[config.mk]
export PLATFORM = sky130hd
export DESIGN_NAME = barometric_pressure_compensation
export DESIGN_NICKNAME = d
export VERILOG_FILES = /design/src/hw/rtl/bpc_pkg.sv /design/src/hw/rtl/bpc_div.sv /design/src/hw/rtl/barometric_pressure_compensation.sv
export VERILOG_INCLUDE_DIRS = /design/src /design/src/hw/rtl
export SDC_FILE = /design/constraint.sdc
export NUM_CORES = 2
export LEC_CHECK = 0
export BUFFER_PORTS_ARGS = -buffer_cell sky130_fd_sc_hd__buf_2
export CAP_MARGIN = 20
export CORE_MARGIN = 8
export CORE_UTILIZATION = 54
export CTS_BUF_LIST = sky130_fd_sc_hd__clkbuf_4
export DETAILED_ROUTE_END_ITERATION = 10
export PLACE_DENSITY_LB_ADDON = 0.05
export SLEW_MARGIN = 5
export SYNTH_ARGS = -nofsm -noshare
export SYNTH_HDL_FRONTEND = slang
export SYNTH_SLANG_ARGS = --single-unit
[constraint.sdc]
create_clock -name clk -period 13.25 [get_ports clk]
set_clock_uncertainty 0.2 [all_clocks]
set_input_delay 0.6625 -clock clk [delete_from_list [all_inputs] [get_ports clk]]
set_output_delay 0.6625 -clock clk [all_outputs]
set_load 0.1 [all_outputs]
[src/hw/rtl/barometric_pressure_compensation_defines.svh]
// Assertion macros for the barometric pressure compensation block.
`ifndef BAROMETRIC_PRESSURE_COMPENSATION_DEFINES_SVH
`define BAROMETRIC_PRESSURE_COMPENSATION_DEFINES_SVH
`ifndef SYNTHESIS
`define BPC_ASSERT_SAME(lbl, ante, cons, msg) \
	lbl: assert property (@(posedge clk) disable iff (!arst_n) (ante) |-> (cons)) else $error(msg);
`define BPC_ASSERT_NEXT(lbl, ante, cons, msg) \
	lbl: assert property (@(posedge clk) disable iff (!arst_n) (ante) |=> (cons)) else $error(msg);
`else
`define BPC_ASSERT_SAME(lbl, ante, cons, msg)
`define BPC_ASSERT_NEXT(lbl, ante, cons, msg)
`endif
`endif

[src/hw/rtl/bpc_pkg.sv]
// Shared types and constants for the barometric pressure compensation block.
package bpc_pkg;
	localparam int unsigned CalWords = 11;

	localparam logic [1:0] OP_LOAD  = 2'd0;
	localparam logic [1:0] OP_TEMP  = 2'd1;
	localparam logic [1:0] OP_PRESS = 2'd2;
	localparam logic [1:0] OP_NONE  = 2'd3;

	localparam logic [1:0] ST_VALID   = 2'd0;
	localparam logic [1:0] ST_STORED  = 2'd1;
	localparam logic [1:0] ST_DIVZERO = 2'd2;

	typedef struct packed {
		logic        start;
		logic        sgn;
		logic [31:0] num;
		logic [31:0] den;
	} div_req_t;

	typedef struct packed {
		logic        done;
		logic [31:0] quo;
	} div_rsp_t;
endpackage

[src/hw/rtl/bpc_div.sv]
// Iterative 32-bit restoring divider, signed or unsigned, one quotient bit per cycle.
module bpc_div (
	input  logic              clk,
	input  logic              arst_n,
	input  bpc_pkg::div_req_t req,
	output bpc_pkg::div_rsp_t rsp
);
	logic        busy_q;
	logic        done_q;
	logic        neg_q;
	logic [4:0]  cnt_q;
	logic [31:0] rem_q;
	logic [31:0] quo_q;
	logic [31:0] den_q;
	logic [31:0] num_mag;
	logic [31:0] den_mag;
	logic [32:0] rem_sh;
	logic [32:0] diff;

	assign num_mag = (req.sgn && req.num[31]) ? (32'd0 - req.num) : req.num;
	assign den_mag = (req.sgn && req.den[31]) ? (32'd0 - req.den) : req.den;
	assign rem_sh  = {rem_q, quo_q[31]};
	assign diff    = rem_sh - {1'b0, den_q};

	always_ff @(posedge clk or negedge arst_n) begin
		if (!arst_n) begin
			busy_q <= 1'b0;
			done_q <= 1'b0;
			cnt_q  <= '0;
		end else begin
			done_q <= 1'b0;
			if (req.start) begin
				busy_q <= 1'b1;
				cnt_q  <= '0;
			end else if (busy_q) begin
				cnt_q <= cnt_q + 5'd1;
				if (cnt_q == 5'd31) begin
					busy_q <= 1'b0;
					done_q <= 1'b1;
				end
			end
		end
	end

	always_ff @(posedge clk) begin
		if (req.start) begin
			rem_q <= '0;
			quo_q <= num_mag;
			den_q <= den_mag;
			neg_q <= req.sgn & (req.num[31] ^ req.den[31]);
		end else if (busy_q) begin
			if (!diff[32]) begin
				rem_q <= diff[31:0];
				quo_q <= {quo_q[30:0], 1'b1};
			end else begin
				rem_q <= rem_sh[31:0];
				quo_q <= {quo_q[30:0], 1'b0};
			end
		end
	end

	assign rsp.done = done_q;
	assign rsp.quo  = neg_q ? (32'd0 - quo_q) : quo_q;
endmodule

[src/hw/rtl/barometric_pressure_compensation.sv]
// Barometric compensation: one shared multiplier and divider under a step sequencer.
// A load or unused op goes straight to the finish state; temperature runs one multiply and one divide;
// pressure runs eleven multiplies and two divides, ending early in the finish state if a divisor is zero.
// One request at a time; in_ready returns with the result, which waits in the finish state while an
// earlier result is still untaken; the divider's one bit per cycle sets the pace.
// Reset clears the calibration table, stored temperature, state, step and output-valid registers.
`include "barometric_pressure_compensation_defines.svh"
module barometric_pressure_compensation (
	input  logic               clk,
	input  logic               arst_n,
	input  logic               in_valid,
	output logic               in_ready,
	input  logic [1:0]         op,
	input  logic [3:0]         cal_index,
	input  logic [15:0]        cal_value,
	input  logic [23:0]        raw_sample,
	input  logic [1:0]         oversampling,
	output logic               out_valid,
	input  logic               out_ready,
	output logic signed [31:0] result_value,
	output logic [1:0]         status
);
	typedef enum logic [5:0] {
		S_IDLE  = 6'b000001,
		S_MUL   = 6'b000010,
		S_WB    = 6'b000100,
		S_DIV   = 6'b001000,
		S_DWAIT = 6'b010000,
		S_FIN   = 6'b100000
	} state_t;

	typedef enum logic [10:0] {
		K_T   = 11'b00000000001,
		K_SQ  = 11'b00000000010,
		K_X1A = 11'b00000000100,
		K_X2A = 11'b00000001000,
		K_X1B = 11'b00000010000,
		K_X2B = 11'b00000100000,
		K_B4  = 11'b00001000000,
		K_B7  = 11'b00010000000,
		K_PP  = 11'b00100000000,
		K_C1  = 11'b01000000000,
		K_C2  = 11'b10000000000
	} step_t;

	state_t state_q;
	step_t  step_q;

	logic [15:0] cal_q [bpc_pkg::CalWords];
	logic [15:0] ut_q;
	logic [23:0] raw_q;
	logic [1:0]  oss_q;
	logic        press_q;
	logic        divk_q;
	logic        dbl_q;

	logic signed [31:0] prod_q, x1_q, b6_q, sq_q, t_q, b3_q, b4_q, pv_q;
	logic [31:0] dnum_q, dden_q;
	logic        dsgn_q;
	logic signed [31:0] fin_val_q;
	logic [1:0]  fin_st_q;
	logic        ov_q;
	logic signed [31:0] res_q;
	logic [1:0]  st_q;

	logic signed [31:0] cs [bpc_pkg::CalWords];
	logic signed [31:0] opa, opb;
	logic [31:0] full;
	logic signed [31:0] up, den_t, x3a, va, b3n, x3b, b5, tval, pval, q2, b7sh;
	logic [31:0] b4n;

	bpc_pkg::div_req_t dreq;
	bpc_pkg::div_rsp_t drsp;

	bpc_div u_div (.clk(clk), .arst_n(arst_n), .req(dreq), .rsp(drsp));

	assign dreq.start = (state_q == S_DIV);
	assign dreq.sgn   = dsgn_q;
	assign dreq.num   = dnum_q;
	assign dreq.den   = dden_q;

	always_comb begin
		for (int i = 0; i < bpc_pkg::CalWords; i++) begin
			cs[i] = {{16{cal_q[i][15]}}, cal_q[i]};
		end
	end

	assign up = $signed({8'd0, raw_q >> (5'd8 - {3'd0, oss_q})});

	always_comb begin
		case (step_q)
			K_T:   begin opa = $signed({16'd0, ut_q}) - $signed({16'd0, cal_q[5]});
				opb = $signed({16'd0, cal_q[4]}); end
			K_SQ:  begin opa = b6_q; opb = b6_q; end
			K_X1A: begin opa = cs[7]; opb = sq_q; end
			K_X2A: begin opa = cs[1]; opb = b6_q; end
			K_X1B: begin opa = cs[2]; opb = b6_q; end
			K_X2B: begin opa = cs[6]; opb = sq_q; end
			K_B4:  begin opa = $signed({16'd0, cal_q[3]}); opb = t_q; end
			K_B7:  begin opa = up - b3_q; opb = $signed(32'd50000 >> oss_q); end
			K_PP:  begin opa = pv_q >>> 8; opb = pv_q >>> 8; end
			K_C1:  begin opa = t_q; opb = 32'sd3038; end
			K_C2:  begin opa = -32'sd7357; opb = pv_q; end
			default: begin opa = '0; opb = '0; end
		endcase
	end

	assign full  = $unsigned(opa) * $unsigned(opb);
	assign den_t = (prod_q >>> 15) + cs[10];
	assign x3a   = t_q + (prod_q >>> 11);
	assign va    = (((cs[0] <<< 2) + x3a) <<< oss_q) + 32'sd2;
	assign b3n   = (va + (va[31] ? 32'sd3 : 32'sd0)) >>> 2;
	assign x3b   = ((t_q + (prod_q >>> 16)) + 32'sd2) >>> 2;
	assign b4n   = $unsigned(prod_q) >> 15;
	assign b5    = x1_q + $signed(drsp.quo);
	assign tval  = (b5 + 32'sd8) >>> 4;
	assign q2    = dbl_q ? $signed({drsp.quo[30:0], 1'b0}) : $signed(drsp.quo);
	assign pval  = pv_q + (((t_q + (prod_q >>> 16)) + 32'sd3791) >>> 4);
	assign b7sh  = prod_q[31] ? prod_q : (prod_q <<< 1);

	assign in_ready = (state_q == S_IDLE);

	always_ff @(posedge clk or negedge arst_n) begin
		if (!arst_n) begin
			state_q <= S_IDLE;
			step_q  <= K_T;
			ov_q    <= 1'b0;
			ut_q    <= '0;
			for (int i = 0; i < bpc_pkg::CalWords; i++) begin
				cal_q[i] <= '0;
			end
		end else begin
			if (ov_q && out_ready && (state_q != S_FIN)) begin
				ov_q <= 1'b0;
			end
			case (state_q)
				S_IDLE: begin
					if (in_valid) begin
						step_q <= K_T;
						case (op)
							bpc_pkg::OP_LOAD: begin
								if (cal_index < 4'(bpc_pkg::CalWords)) begin
									cal_q[cal_index] <= cal_value;
								end
								state_q <= S_FIN;
							end
							bpc_pkg::OP_TEMP: begin
								ut_q    <= raw_sample[15:0];
								state_q <= S_MUL;
							end
							bpc_pkg::OP_PRESS: state_q <= S_MUL;
							default: state_q <= S_FIN;
						endcase
					end
				end
				S_MUL: state_q <= S_WB;
				S_WB: begin
					case (step_q)
						K_T:   state_q <= (den_t == 32'sd0) ? S_FIN : S_DIV;
						K_SQ:  begin step_q <= K_X1A; state_q <= S_MUL; end
						K_X1A: begin step_q <= K_X2A; state_q <= S_MUL; end
						K_X2A: begin step_q <= K_X1B; state_q <= S_MUL; end
						K_X1B: begin step_q <= K_X2B; state_q <= S_MUL; end
						K_X2B: begin step_q <= K_B4; state_q <= S_MUL; end
						K_B4: begin
							if (b4n == 32'd0) begin
								state_q <= S_FIN;
							end else begin
								step_q  <= K_B7;
								state_q <= S_MUL;
							end
						end
						K_B7:  state_q <= S_DIV;
						K_PP:  begin step_q <= K_C1; state_q <= S_MUL; end
						K_C1:  begin step_q <= K_C2; state_q <= S_MUL; end
						K_C2:  state_q <= S_FIN;
						default: state_q <= S_FIN;
					endcase
				end
				S_DIV: state_q <= S_DWAIT;
				S_DWAIT: begin
					if (drsp.done) begin
						if (!divk_q && !press_q) begin
							state_q <= S_FIN;
						end else begin
							state_q <= S_MUL;
							step_q  <= divk_q ? K_PP : K_SQ;
						end
					end
				end
				S_FIN: begin
					if (!ov_q || out_ready) begin
						ov_q    <= 1'b1;
						state_q <= S_IDLE;
					end
				end
				default: state_q <= S_IDLE;
			endcase
		end
	end

	always_ff @(posedge clk) begin
		case (state_q)
			S_IDLE: begin
				raw_q     <= raw_sample;
				oss_q     <= oversampling;
				press_q   <= (op == bpc_pkg::OP_PRESS);
				fin_val_q <= '0;
				fin_st_q  <= (op == bpc_pkg::OP_LOAD) ? bpc_pkg::ST_STORED : bpc_pkg::ST_VALID;
			end
			S_MUL: prod_q <= $signed(full[31:0]);
			S_WB: begin
				case (step_q)
					K_T: begin
						x1_q     <= prod_q >>> 15;
						dnum_q   <= $unsigned(cs[9] <<< 11);
						dden_q   <= $unsigned(den_t);
						dsgn_q   <= 1'b1;
						divk_q   <= 1'b0;
						fin_st_q <= bpc_pkg::ST_DIVZERO;
					end
					K_SQ:  sq_q <= prod_q >>> 12;
					K_X1A: t_q <= prod_q >>> 11;
					K_X2A: b3_q <= b3n;
					K_X1B: t_q <= prod_q >>> 13;
					K_X2B: t_q <= x3b + 32'sd32768;
					K_B4: begin
						b4_q     <= $signed(b4n);
						fin_st_q <= bpc_pkg::ST_DIVZERO;
					end
					K_B7: begin
						dnum_q <= $unsigned(b7sh);
						dden_q <= $unsigned(b4_q);
						dsgn_q <= 1'b0;
						divk_q <= 1'b1;
						dbl_q  <= prod_q[31];
					end
					K_PP:  t_q <= prod_q;
					K_C1:  t_q <= prod_q >>> 16;
					K_C2: begin
						fin_val_q <= pval;
						fin_st_q  <= bpc_pkg::ST_VALID;
					end
					default: t_q <= t_q;
				endcase
			end
			S_DWAIT: begin
				if (drsp.done) begin
					fin_st_q <= bpc_pkg::ST_VALID;
					if (divk_q) begin
						pv_q <= q2;
					end else begin
						b6_q      <= b5 - 32'sd4000;
						fin_val_q <= press_q ? 32'sd0 : tval;
					end
				end
			end
			S_FIN: begin
				if (!ov_q || out_ready) begin
					res_q <= fin_val_q;
					st_q  <= fin_st_q;
				end
			end
			default: prod_q <= prod_q;
		endcase
	end

	assign out_valid    = ov_q;
	assign result_value = res_q;
	assign status       = st_q;

	`BPC_ASSERT_NEXT(a_accept_busy, in_valid && in_ready, state_q != S_IDLE, "accepted request left block idle")
	`BPC_ASSERT_SAME(a_div_nonzero, dreq.start, dreq.den != 32'd0, "divider started with zero divisor")
	`BPC_ASSERT_NEXT(a_fin_out, (state_q == S_FIN) && (!ov_q || out_ready), ov_q, "finished result not presented")
endmodule
==> qor.yml <==
outcome:
  outcome: "finished, final reports clean"
sta:
  relSlewSlack_pct: 20.7
  max_slew.worst_pin.slew_ns: 1.19
  fmax_ghz: 0.0789
  maxSlewViolCount: 0
  hold_viol: 0
  worst_hold_slack_ns: 0.125
  period_share_pct: 95.6
  fin_tns_setup_ns: 0
  final-setup-viol-count: 0
  post-route-min-period_ns: 12.67
  fin_ws_ns: 0.577
clock_tree:
  clk_pin_slew_ns: 0.08
  cts.sinks: 644
  htreeDepth: 4
  cts_root_buf: "clkbuf_4"
  cts_buffers: 177
  clockBufferDepth: 3
  clk_latency_ns: 1.16
  cts_tree: "built"
yosys:
  synth_seq_area_share_pct: 30.1
  avgSynthCellArea_um2: 9.44
  synth_area_leaders: "edfxtp_1, fa_1, dfrtp_1"
  ys_seq_elements: 644
  synth_async_sr_flop_share_pct: 31.2
  yosysUniqueCellTypes: 114
  ys_warn_count: 0
  ys.flop_type: "edfxtp_1"
  syn_area_um2: 59800
  synth_common_cells: "inv_1, nand2_1, nor2_1, fa_1, edfxtp_1"
  synth_largest_area_cell: "edfxtp_1"
  synth_edf_count: 411
  netlist.area_leader.share_pct: 20.6
  syn_inst: 6335
  yosys.cell_count.top_type: "inv_1"
pwr:
  power_mw: 13.1
  ir_drop_v: 0.000161
  cellPowerDensity_nw_per_um2: 200
  p_leak_nw: 28.2
global_routing:
  grt_use_met2_pct: 51.1
  grt.total_usage_pct: 34.3
  grt_pass1_wl_mm: 312
  grt_pass1_vias: 48600
  grt_use_met1_pct: 45.6
  grt_max_degree: 82
  grt_use_met3_pct: 10.9
  gr-total-overflow: 0
  antenna_found_initial: 11
  busiest_layer: "met2"
routing:
  drt_iter0_markers: 5511
  num_vias: 49600
  vias_per_cell: 6.06
  drtPass1Iterations: 11
  ant_nets: 0
  drc_errors: 0
  routed_wl_mm: 212
  wl_per_cell_um: 25.8
placement:
  gp_congestion: 0.966
  place_area_um2: 62300
  dp_hpwl_mm: 165
  portBuffers: 87
  place_inst: 7780
  pre_cts_ws_ns: 0.539
die:
  die-area_um2: 122000
  chipHeight_um: 349
  num_rows: 122
  start_util_pct: 54.2
  design.portCount: 88
  fp.dieW_um: 349
  core-area_um2: 110000
setup_path:
  crit_path_max_fanout: 10
  cpPeakStageDelay_ns: 0.56
  path_class: "flop to flop"
  worst_setup_path_start_kind: "flop"
  crit_slowest_cell: "fa_1"
  cp.required_ns: 13.87
  cpMostUsedCell: "xnor2_1"
  cp.arrival_ns: 13.30
  worst_setup_path_end_kind: "flop"
cells_and_area:
  nets: 7405
  fin_util_pct: 59.4
  fillers: 9904
  layout-drive-gt1-share_pct: 12.7
  design_area_um2: 65500
  syn2layout_area_growth_pct: 9.60
  final-instance-count-excl-fill: 8195
min_path:
  worst_hold_path_type: "primary input to flop"
job:
  cap_violations: 0
[critical path, delay by kind of cell (launching register included)]
| family | cells | cell delay, ns |
|---|---|---|
| multiplexers | 1 | 0.28 |
| buffers and inverters | 6 | 0.73 |
| AND/OR/NAND/NOR | 4 | 0.70 |
| flip-flops | 1 | 0.39 |
| XOR/XNOR | 17 | 3.29 |
| AO/OA/AOI/OAI | 10 | 1.97 |
| adder cells (fa/ha/maj) | 10 | 4.76 |
[layer usage]
metal / routed length [um] / vias up
li1: - / 22500
met1: 86500 / 24200
met2: 90100 / 2394
met3: 24100 / 514
met4: 11000 / 0
met5: 0 / -
[report_power, final]
group / switching, mW / leakage (nW) / internal [mW]
Combinational: 5.28 / 20.0 / 2.93
Clock: 0.952 / 1.43 / 0.983
Sequential: 0.284 / 6.78 / 2.68
[repair_timing]
item | in CTS | in global routing
resized for setup | 0 | 6
setup endpoints to repair | 0 | 1
buffers inserted | 0 | 6
hold buffers | 70 | 0
endpoints found under the hold margin | 287 | 0
[sequential cells by signal, indices dropped and copies added, names as in the netlist, 18 cells and up]
signal / flops
u_div.quo_q: 32
prod_q: 32
dnum_q: 32
cal_q: 160
sq_q: 20
pv_q: 32
raw_q: 20
b6_q: 32
b3_q: 30
result_value: 32
u_div.den_q: 22
dden_q: 18
fin_val_q: 32
t_q: 32
u_div.rem_q: 32
[layout make-up]
type                    instances  area (um2)  share of cell area (%)
well taps                    1488        1860                    2.84
multi-input cells            4747       38400                    58.6
clock inverters                52         334                   0.510
clock buffers                 276        2070                    3.16
flip-flops and latches        644       18000                    27.5
inverters                     678        2550                    3.89
repair buffers                300        2240                    3.43
diodes                         10        25.0                  0.0382
[final timing paths]
kind / startpoint / to / slack, ns / cells after the start
min reg2reg: fin_val_q[6] / result_value[6] / 0.21 / 0
max: oss_q[1] / prod_q[31] / 0.58 / 48
min: raw_sample[8] / ut_q[8] / 0.13 / 3
max reg2reg: oss_q[1] / prod_q[31] / 0.58 / 48
min in group asynchronous: arst_n / cal_q[110] / 0.36 / 3
max in group asynchronous: arst_n / u_div.busy_q / 10.61 / 5
[placed cells by master (no fill, tap or decap), types with 275 or more instances in the layout]
master      n
nor2_1    602
a21oi_1   319
edfxtp_1  411
nand2_1   616
fa_1      445
o21ai_0   275
ha_1      359
inv_1     674
clkbuf_4  276
xnor2_1   327
[logic make-up after synthesis]
| logic type | after synthesis | share of synthesized area [%] |
|---|---|---|
| simple gates | 1934 | 15.2 |
| fa+ha+maj | 805 | 22.4 |
| mux | 298 | 5.42 |
| compound gates | 1209 | 13.4 |
| buf+inv | 947 | 5.97 |
| other cells | 1 | 0.00627 |
| flops | 644 | 30.1 |
| xor+xnor | 497 | 7.35 |
Power figures use the tool's default switching activity.
